### config.mk
export PLATFORM = sky130hd
export DESIGN_NAME = ordered_value_list
export DESIGN_NICKNAME = d
export VERILOG_FILES = /design/src/rtl/core/ovl_pkg.sv /design/src/rtl/core/ovl_mem.sv /design/src/rtl/core/ovl_ctrl.sv /design/src/rtl/core/ordered_value_list.sv
export SDC_FILE = /design/constraint.sdc
export NUM_CORES = 1
export LEC_CHECK = 0
export BUFFER_PORTS_ARGS = -buffer_cell sky130_fd_sc_hd__buf_2
export CAP_MARGIN = 25
export CORE_AREA = 2 2 280 282
export CTS_BUF_LIST = sky130_fd_sc_hd__clkbuf_8
export DETAILED_ROUTE_END_ITERATION = 6
export DIE_AREA = 0 0 282 284
export PLACE_DENSITY_LB_ADDON = 0.3
export SYNTH_ARGS = -nofsm -noshare
export SYNTH_HDL_FRONTEND = slang
export SYNTH_SLANG_ARGS = --single-unit
### constraint.sdc
create_clock -name clk -period 12.6 [get_ports clk]
set_input_delay 0.63 -clock clk [delete_from_list [all_inputs] [get_ports clk]]
set_output_delay 0.63 -clock clk [all_outputs]
set_load 0.02 [all_outputs]
### src/rtl/core/ovl_pkg.sv
// Shared types and constants for the ordered value list.
package ovl_pkg;

	localparam int DEPTH_DEF = 32;
	localparam int DATA_W    = 32;

	typedef enum logic [1:0] {
		CMD_APPEND = 2'd0,
		CMD_REMOVE = 2'd1,
		CMD_CLEAR  = 2'd2,
		CMD_LIST   = 2'd3
	} cmd_t;

	typedef enum logic [1:0] {
		ST_OK        = 2'd0,
		ST_FULL      = 2'd1,
		ST_NOT_FOUND = 2'd2,
		ST_EMPTY     = 2'd3
	} status_t;

	typedef enum logic [3:0] {
		S_IDLE,
		S_DEC,
		S_LS_RD,
		S_LS_OUT,
		S_RM_RD,
		S_RM_CMP,
		S_SH_RD,
		S_SH_WR,
		S_RM_FIN
	} state_t;

	typedef struct packed {
		logic              valid;
		logic [DATA_W-1:0] value;
		status_t           status;
		logic              last;
	} emit_t;

endpackage

### src/rtl/core/ovl_mem.sv
// Entry memory: one write port, one read port, registered read data.
module ovl_mem import ovl_pkg::*; #(
	parameter int DEPTH = DEPTH_DEF,
	parameter int AW    = $clog2(DEPTH)
) (
	input  logic              clk,
	input  logic              we,
	input  logic [AW-1:0]     waddr,
	input  logic [DATA_W-1:0] wdata,
	input  logic              re,
	input  logic [AW-1:0]     raddr,
	output logic [DATA_W-1:0] rdata
);

	logic [DATA_W-1:0] mem_q [DEPTH];
	logic [DATA_W-1:0] rdata_q;

	always_ff @(posedge clk) begin
		if (we) begin
			mem_q[waddr] <= wdata;
		end
		if (re) begin
			rdata_q <= mem_q[raddr];
		end
	end

	assign rdata = rdata_q;

endmodule

### src/rtl/core/ovl_ctrl.sv
// Command sequencer: fill count, scan and shift over the entry memory.
module ovl_ctrl import ovl_pkg::*; #(
	parameter int DEPTH = DEPTH_DEF,
	parameter int AW    = $clog2(DEPTH),
	parameter int CW    = $clog2(DEPTH + 1)
) (
	input  logic                     clk,
	input  logic                     arst_n,
	input  logic                     in_valid,
	output logic                     in_ready,
	input  logic [1:0]               cmd,
	input  logic signed [DATA_W-1:0] item_value,
	input  logic                     out_free,
	output emit_t                    emit,
	output logic                     mem_we,
	output logic [AW-1:0]            mem_waddr,
	output logic [DATA_W-1:0]        mem_wdata,
	output logic                     mem_re,
	output logic [AW-1:0]            mem_raddr,
	input  logic [DATA_W-1:0]        mem_rdata
);

	state_t            state_q, state_d;
	logic [AW-1:0]     idx_q, idx_d;
	logic [CW-1:0]     fill_q, fill_d;
	cmd_t              cmd_q;
	logic [DATA_W-1:0] val_q;
	logic [CW-1:0]     idx_p1;
	logic [CW-1:0]     idx_p2;
	logic              full;
	logic              at_end;

	assign idx_p1 = CW'(idx_q) + CW'(1);
	assign idx_p2 = CW'(idx_q) + CW'(2);
	assign full   = (fill_q == CW'(DEPTH));
	assign at_end = (idx_p1 == fill_q);

	always_ff @(posedge clk or negedge arst_n) begin
		if (!arst_n) begin
			state_q <= S_IDLE;
			idx_q   <= '0;
			fill_q  <= '0;
		end else begin
			state_q <= state_d;
			idx_q   <= idx_d;
			fill_q  <= fill_d;
		end
	end

	always_ff @(posedge clk) begin
		if (in_valid && in_ready) begin
			cmd_q <= cmd_t'(cmd);
			val_q <= item_value;
		end
	end

	always_comb begin
		state_d   = state_q;
		idx_d     = idx_q;
		fill_d    = fill_q;
		in_ready  = 1'b0;
		emit      = '0;
		mem_we    = 1'b0;
		mem_waddr = idx_q;
		mem_wdata = mem_rdata;
		mem_re    = 1'b0;
		mem_raddr = idx_q;
		case (state_q)
			S_IDLE: begin
				in_ready = 1'b1;
				if (in_valid) begin
					state_d = S_DEC;
					idx_d   = '0;
				end
			end
			S_DEC: begin
				case (cmd_q)
					CMD_APPEND: begin
						if (out_free) begin
							emit.valid  = 1'b1;
							emit.last   = 1'b1;
							emit.status = full ? ST_FULL : ST_OK;
							if (!full) begin
								mem_we    = 1'b1;
								mem_waddr = fill_q[AW-1:0];
								mem_wdata = val_q;
								fill_d    = fill_q + CW'(1);
							end
							state_d = S_IDLE;
						end
					end
					CMD_REMOVE: begin
						if (fill_q == '0) begin
							if (out_free) begin
								emit.valid  = 1'b1;
								emit.last   = 1'b1;
								emit.status = ST_NOT_FOUND;
								state_d     = S_IDLE;
							end
						end else begin
							state_d = S_RM_RD;
						end
					end
					CMD_CLEAR: begin
						if (out_free) begin
							emit.valid  = 1'b1;
							emit.last   = 1'b1;
							emit.status = ST_OK;
							fill_d      = '0;
							state_d     = S_IDLE;
						end
					end
					default: begin
						if (fill_q == '0) begin
							if (out_free) begin
								emit.valid  = 1'b1;
								emit.last   = 1'b1;
								emit.status = ST_EMPTY;
								state_d     = S_IDLE;
							end
						end else begin
							state_d = S_LS_RD;
						end
					end
				endcase
			end
			S_LS_RD: begin
				mem_re  = 1'b1;
				state_d = S_LS_OUT;
			end
			S_LS_OUT: begin
				if (out_free) begin
					emit.valid  = 1'b1;
					emit.value  = mem_rdata;
					emit.status = ST_OK;
					emit.last   = at_end;
					if (at_end) begin
						state_d = S_IDLE;
					end else begin
						idx_d   = idx_q + AW'(1);
						state_d = S_LS_RD;
					end
				end
			end
			S_RM_RD: begin
				mem_re  = 1'b1;
				state_d = S_RM_CMP;
			end
			S_RM_CMP: begin
				if (mem_rdata == val_q) begin
					state_d = at_end ? S_RM_FIN : S_SH_RD;
				end else if (at_end) begin
					if (out_free) begin
						emit.valid  = 1'b1;
						emit.last   = 1'b1;
						emit.status = ST_NOT_FOUND;
						state_d     = S_IDLE;
					end
				end else begin
					idx_d   = idx_q + AW'(1);
					state_d = S_RM_RD;
				end
			end
			S_SH_RD: begin
				mem_re    = 1'b1;
				mem_raddr = idx_q + AW'(1);
				state_d   = S_SH_WR;
			end
			S_SH_WR: begin
				mem_we    = 1'b1;
				mem_waddr = idx_q;
				mem_wdata = mem_rdata;
				idx_d     = idx_q + AW'(1);
				state_d   = (idx_p2 == fill_q) ? S_RM_FIN : S_SH_RD;
			end
			S_RM_FIN: begin
				if (out_free) begin
					emit.valid  = 1'b1;
					emit.last   = 1'b1;
					emit.status = ST_OK;
					fill_d      = fill_q - CW'(1);
					state_d     = S_IDLE;
				end
			end
			default: begin
				state_d = S_IDLE;
			end
		endcase
	end

endmodule

### src/rtl/core/ordered_value_list.sv
// Ordered value list: append, remove first match, clear, list all.
// Append, clear, empty list, remove on empty: emitted in decode, registered at the output.
// List: a decode state, then per entry a memory read state and an output load state.
// Remove: decode, read/compare per entry scanned, read/write per shift, finish on a match.
// The single read port sets these read-then-use steps; a new item is taken only in idle.
// Reset clears sequencer state, fill count and output valid; entries are not cleared.
module ordered_value_list import ovl_pkg::*; #(
	parameter int DEPTH = DEPTH_DEF
) (
	input  logic                     clk,
	input  logic                     arst_n,
	input  logic                     in_valid,
	output logic                     in_ready,
	input  logic [1:0]               cmd,
	input  logic signed [DATA_W-1:0] item_value,
	output logic                     out_valid,
	input  logic                     out_ready,
	output logic signed [DATA_W-1:0] out_value,
	output logic [1:0]               status,
	output logic                     last
);

	localparam int AW = $clog2(DEPTH);

	emit_t             emit;
	logic              out_free;
	logic              mem_we;
	logic [AW-1:0]     mem_waddr;
	logic [DATA_W-1:0] mem_wdata;
	logic              mem_re;
	logic [AW-1:0]     mem_raddr;
	logic [DATA_W-1:0] mem_rdata;
	logic              out_valid_q;
	logic [DATA_W-1:0] out_value_q;
	status_t           status_q;
	logic              last_q;

	assign out_free = !out_valid_q || out_ready;

	ovl_ctrl #(
		.DEPTH(DEPTH)
	) u_ctrl (
		.clk       (clk),
		.arst_n    (arst_n),
		.in_valid  (in_valid),
		.in_ready  (in_ready),
		.cmd       (cmd),
		.item_value(item_value),
		.out_free  (out_free),
		.emit      (emit),
		.mem_we    (mem_we),
		.mem_waddr (mem_waddr),
		.mem_wdata (mem_wdata),
		.mem_re    (mem_re),
		.mem_raddr (mem_raddr),
		.mem_rdata (mem_rdata)
	);

	ovl_mem #(
		.DEPTH(DEPTH)
	) u_mem (
		.clk  (clk),
		.we   (mem_we),
		.waddr(mem_waddr),
		.wdata(mem_wdata),
		.re   (mem_re),
		.raddr(mem_raddr),
		.rdata(mem_rdata)
	);

	always_ff @(posedge clk or negedge arst_n) begin
		if (!arst_n) begin
			out_valid_q <= 1'b0;
		end else if (out_free) begin
			out_valid_q <= emit.valid;
		end
	end

	always_ff @(posedge clk) begin
		if (out_free && emit.valid) begin
			out_value_q <= emit.value;
			status_q    <= emit.status;
			last_q      <= emit.last;
		end
	end

	assign out_valid = out_valid_q;
	assign out_value = out_value_q;
	assign status    = status_q;
	assign last      = last_q;

endmodule

==> qor.csv <==
metric;value;unit
powerDensity;244.3;nW/µm²
drt-total-wl;127.2;mm
layout-drive-gt1-share;15.89;%
synth_cell_type_count;73;
p_leak;16.46;nW
synthCells;2913;
cap_violations;0;
grt_usage;31.65;%
grt_overflow;0;
final_cell_count_no_fill;4227;
detail-route-antenna-nets;0;
start_util;59.66;%
drv_slew;0;
required;13.13;ns
cp-start-kind;flop;
ys_ff_latch;1141;
place.gp.congestion;0.8656;
worstSetupPathType;reg -> reg;
firstDrtPassIters;6;
syn_area;45920;µm²
synth-main-ff-cell;edfxtp_1;
arrival;5.55;ns
fin_skew;0.04188;ns
relSlewSlack;25.84;%
cts_setup_buffers;0;
rows;102;
cts_tree;built;
setup_viol;0;
dp_hpwl;68.06;mm
antenna_found_initial;1;
ys_async_sr_fraction;1.402;%
cts_made_buffers;171;
fin_crit_sh;39.80;%
viasPerCell;7.009;
dieArea;80090;µm²
wl_per_cell;30.09;µm
regToRegSetupSlack;7.58;ns
io_buffers;74;
max-vdd-ir-drop;0.1756;mV
grt_pass1_wl;185.2;mm
htree_levels;4;
min_period;5.015;ns
syn2layout_area_growth;11.66;%
rsz0062_at_grt;false;
layout.nets;3092;
cts-root-buf;clkbuf_8;
final_common_cell;edfxtp_1;
clockBufferDepth;3;
grt_pass1_vias;29140;
fmax;199.4;MHz
yosysSeqAreaShare;74.45;%
core-area;76960;µm²
grt_max_degree;122;
drc;0;
worstMarginPinSlew;1.098;ns
die_width;282;µm
clk_pin_slew_worst_paths;0.07;ns
drt-initial-drc-count;3939;
synth.avg_cell_area;15.76;µm²
vias;29630;
num_io_pins;75;
finalHoldViolations;0;
yosys_warnings;0;
critPathMaxFanout;70;
synth.net_count;2955;
r2r_start;u_ctrl.idx_q[0]$_DFFE_PN0P_;
crit_path_end_kind;flop;
cts.sinks;1141;
final_cell_mix;edfxtp_1 (1125), o22ai_1 (274), clkbuf_8 (173);
outcome;completed;
reg2reg_depth;10;
insertion_delay;0.84;ns
hold_path_class;in -> async;
synth_edf_count;1125;
die_h;284;µm
placedCellCount;3877;
rr_endpoint;u_mem.rdata[27]$_DFFE_PP_;
setup_tns;0;ns
==> synthesized netlist by cell type (4+ instances only) <==
| cell type | n | area share [%] |
|---|---|---|
| a211oi_1 | 33 | 0.54 |
| inv_1 | 14 | 0.11 |
| o311a_1 | 6 | 0.13 |
| nor2b_1 | 12 | 0.16 |
| o32ai_1 | 22 | 0.42 |
| o22a_1 | 6 | 0.11 |
| nor4_1 | 16 | 0.22 |
| buf_6 | 9 | 0.22 |
| nand4_1 | 12 | 0.16 |
| nor2_1 | 90 | 0.74 |
| nand2_1 | 171 | 1.4 |
| ha_1 | 4 | 0.11 |
| o221ai_1 | 88 | 1.7 |
| buf_1 | 16 | 0.13 |
| a22o_1 | 24 | 0.46 |
| nor3b_1 | 8 | 0.13 |
| a311oi_1 | 6 | 0.11 |
| o311ai_0 | 4 | 0.076 |
| o21ai_0 | 52 | 0.57 |
| edfxtp_1 | 1125 | 74 |
| mux2i_1 | 82 | 1.8 |
| nand3_1 | 77 | 0.84 |
| a22oi_1 | 6 | 0.098 |
| and2_1 | 10 | 0.14 |
| nor3_1 | 130 | 1.4 |
| a31oi_1 | 50 | 0.68 |
| buf_2 | 86 | 0.94 |
| dfrtp_1 | 16 | 0.87 |
| buf_4 | 14 | 0.23 |
| mux2_2 | 45 | 1.1 |
| xnor2_2 | 5 | 0.18 |
| clkbuf_1 | 97 | 0.79 |
| a21oi_1 | 29 | 0.32 |
| a2111oi_0 | 9 | 0.17 |
| o22ai_1 | 274 | 3.7 |
| and3_1 | 32 | 0.44 |
| xnor2_1 | 43 | 0.82 |
| o21ai_1 | 17 | 0.19 |
| o211ai_1 | 6 | 0.098 |
| o31ai_1 | 21 | 0.34 |
| or3_1 | 6 | 0.082 |
| mux4_2 | 31 | 1.5 |
| a221oi_1 | 62 | 1.2 |
==> worst max-delay path: stages, from the launching register on <==
cell and delay [ns]:
dfrtp_4 0.74, ha_1 0.47, buf_4 0.41, inv_1 0.22
mux2i_4 0.17, buf_4 0.54, buf_4 0.89, mux2i_1 0.28
o221ai_1 0.14, a31oi_1 0.72, a211oi_1 0.09
==> where the power goes <==
group / internal, W / switching (W) / total, W
clock: 0.00154 / 0.00143 / 0.00297
sequential: 0.00504 / 0.000232 / 0.00527
combinational: 0.00128 / 0.00300 / 0.00428
total: 0.00786 / 0.00466 / 0.0125
==> per-layer routing <==
metal / up-vias / GRT usage (%) / share of wire (%)
li1: 12280 / - / -
met1: 14810 / 42.27 / 36
met2: 2189 / 48.85 / 47
met3: 341 / 6.825 / 12
met4: 0 / 17.34 / 5.5
met5: - / 0 / 0
==> per-stage QoR <==
stage | total power, W | cell area [µm²] | hold WS, ns | util, % | setup WS [ns]
floorplan | 0.008063 | 45920 | 0.3344 | - | 8.519
detailed placement | 0.009503 | 47500 | 0.5913 | 61.72 | 7.693
global placement | 0.009337 | 47460 | 0.5794 | 61.67 | 7.801
global route | 0.01297 | 51270 | 0.2591 | 66.62 | 7.459
CTS | 0.01244 | 51180 | 0.2215 | 66.51 | 7.677
finish | 0.01253 | 51270 | 0.2548 | 66.62 | 7.585
==> area by class of cell <==
class | instances | area [µm²]
timing repair buffer | 186 | 1393
fill | 5061 | 25690
antenna | 2 | 5.005
tap | 1040 | 1301
sequential | 1141 | 34190
inverter | 14 | 52.55
clock inverter | 135 | 950.9
clock buffer | 173 | 2381
multi-input combinational | 1536 | 11000
==> sequential cells by signal (all words and copies together), names as in the netlist <==
name	flops
u_mem.mem_q	1024
out_value	32
last	1
u_ctrl.val_q	32
u_ctrl.state_q	4
u_mem.rdata	32
u_ctrl.cmd_q	2
out_valid	1
u_ctrl.fill_q	6
u_ctrl.idx_q	5
status	2
==> timing repair <==
| item | 4_1_cts | 5_1_grt |
|---|---|---|
| endpoints found under the hold margin | 50 | 0 |
| hold buffers | 35 | 0 |
| resized for setup | 0 | 0 |
==> how the worst max path moves through the flow <==
| stage | start | slack [ns] | endpoint | depth (start not counted) |
|---|---|---|---|---|
| 6_report | u_ctrl.idx_q[0]$_DFFE_PN0P_ | 7.58 | u_mem.rdata[27]$_DFFE_PP_ | 10 |
| 5_1_grt | u_ctrl.idx_q[0]$_DFFE_PN0P_ | 7.46 | u_mem.rdata[27]$_DFFE_PP_ | 10 |
| 4_1_cts | u_ctrl.idx_q[0]$_DFFE_PN0P_ | 7.68 | u_mem.rdata[19]$_DFFE_PP_ | 10 |
| 3_5_place_dp | u_ctrl.idx_q[0]$_DFFE_PN0P_ | 7.69 | u_mem.rdata[19]$_DFFE_PP_ | 10 |
| 3_3_place_gp | u_ctrl.idx_q[0]$_DFFE_PN0P_ | 7.80 | u_mem.rdata[19]$_DFFE_PP_ | 10 |
| 2_1_floorplan | u_ctrl.idx_q[0]$_DFFE_PN0P_ | 8.52 | last$_DFFE_PP_ | 9 |
==> logic make-up (layout without fill, tap and decap cells) <==
logic type,after synthesis,count (layout),share of synthesized area [%]
muxes,161,161,4.540
xor gates and xnor gates,51,51,1.055
AOI/OAI and AO/OA,742,742,11.44
DFF,1141,1141,74.45
buffers and inverters,236,508,2.425
other,0,2,0
and+or+nand+nor,578,578,5.981
adders and majority gates,4,4,0.1090
Note: power is estimated with default switching activity, not from simulation.
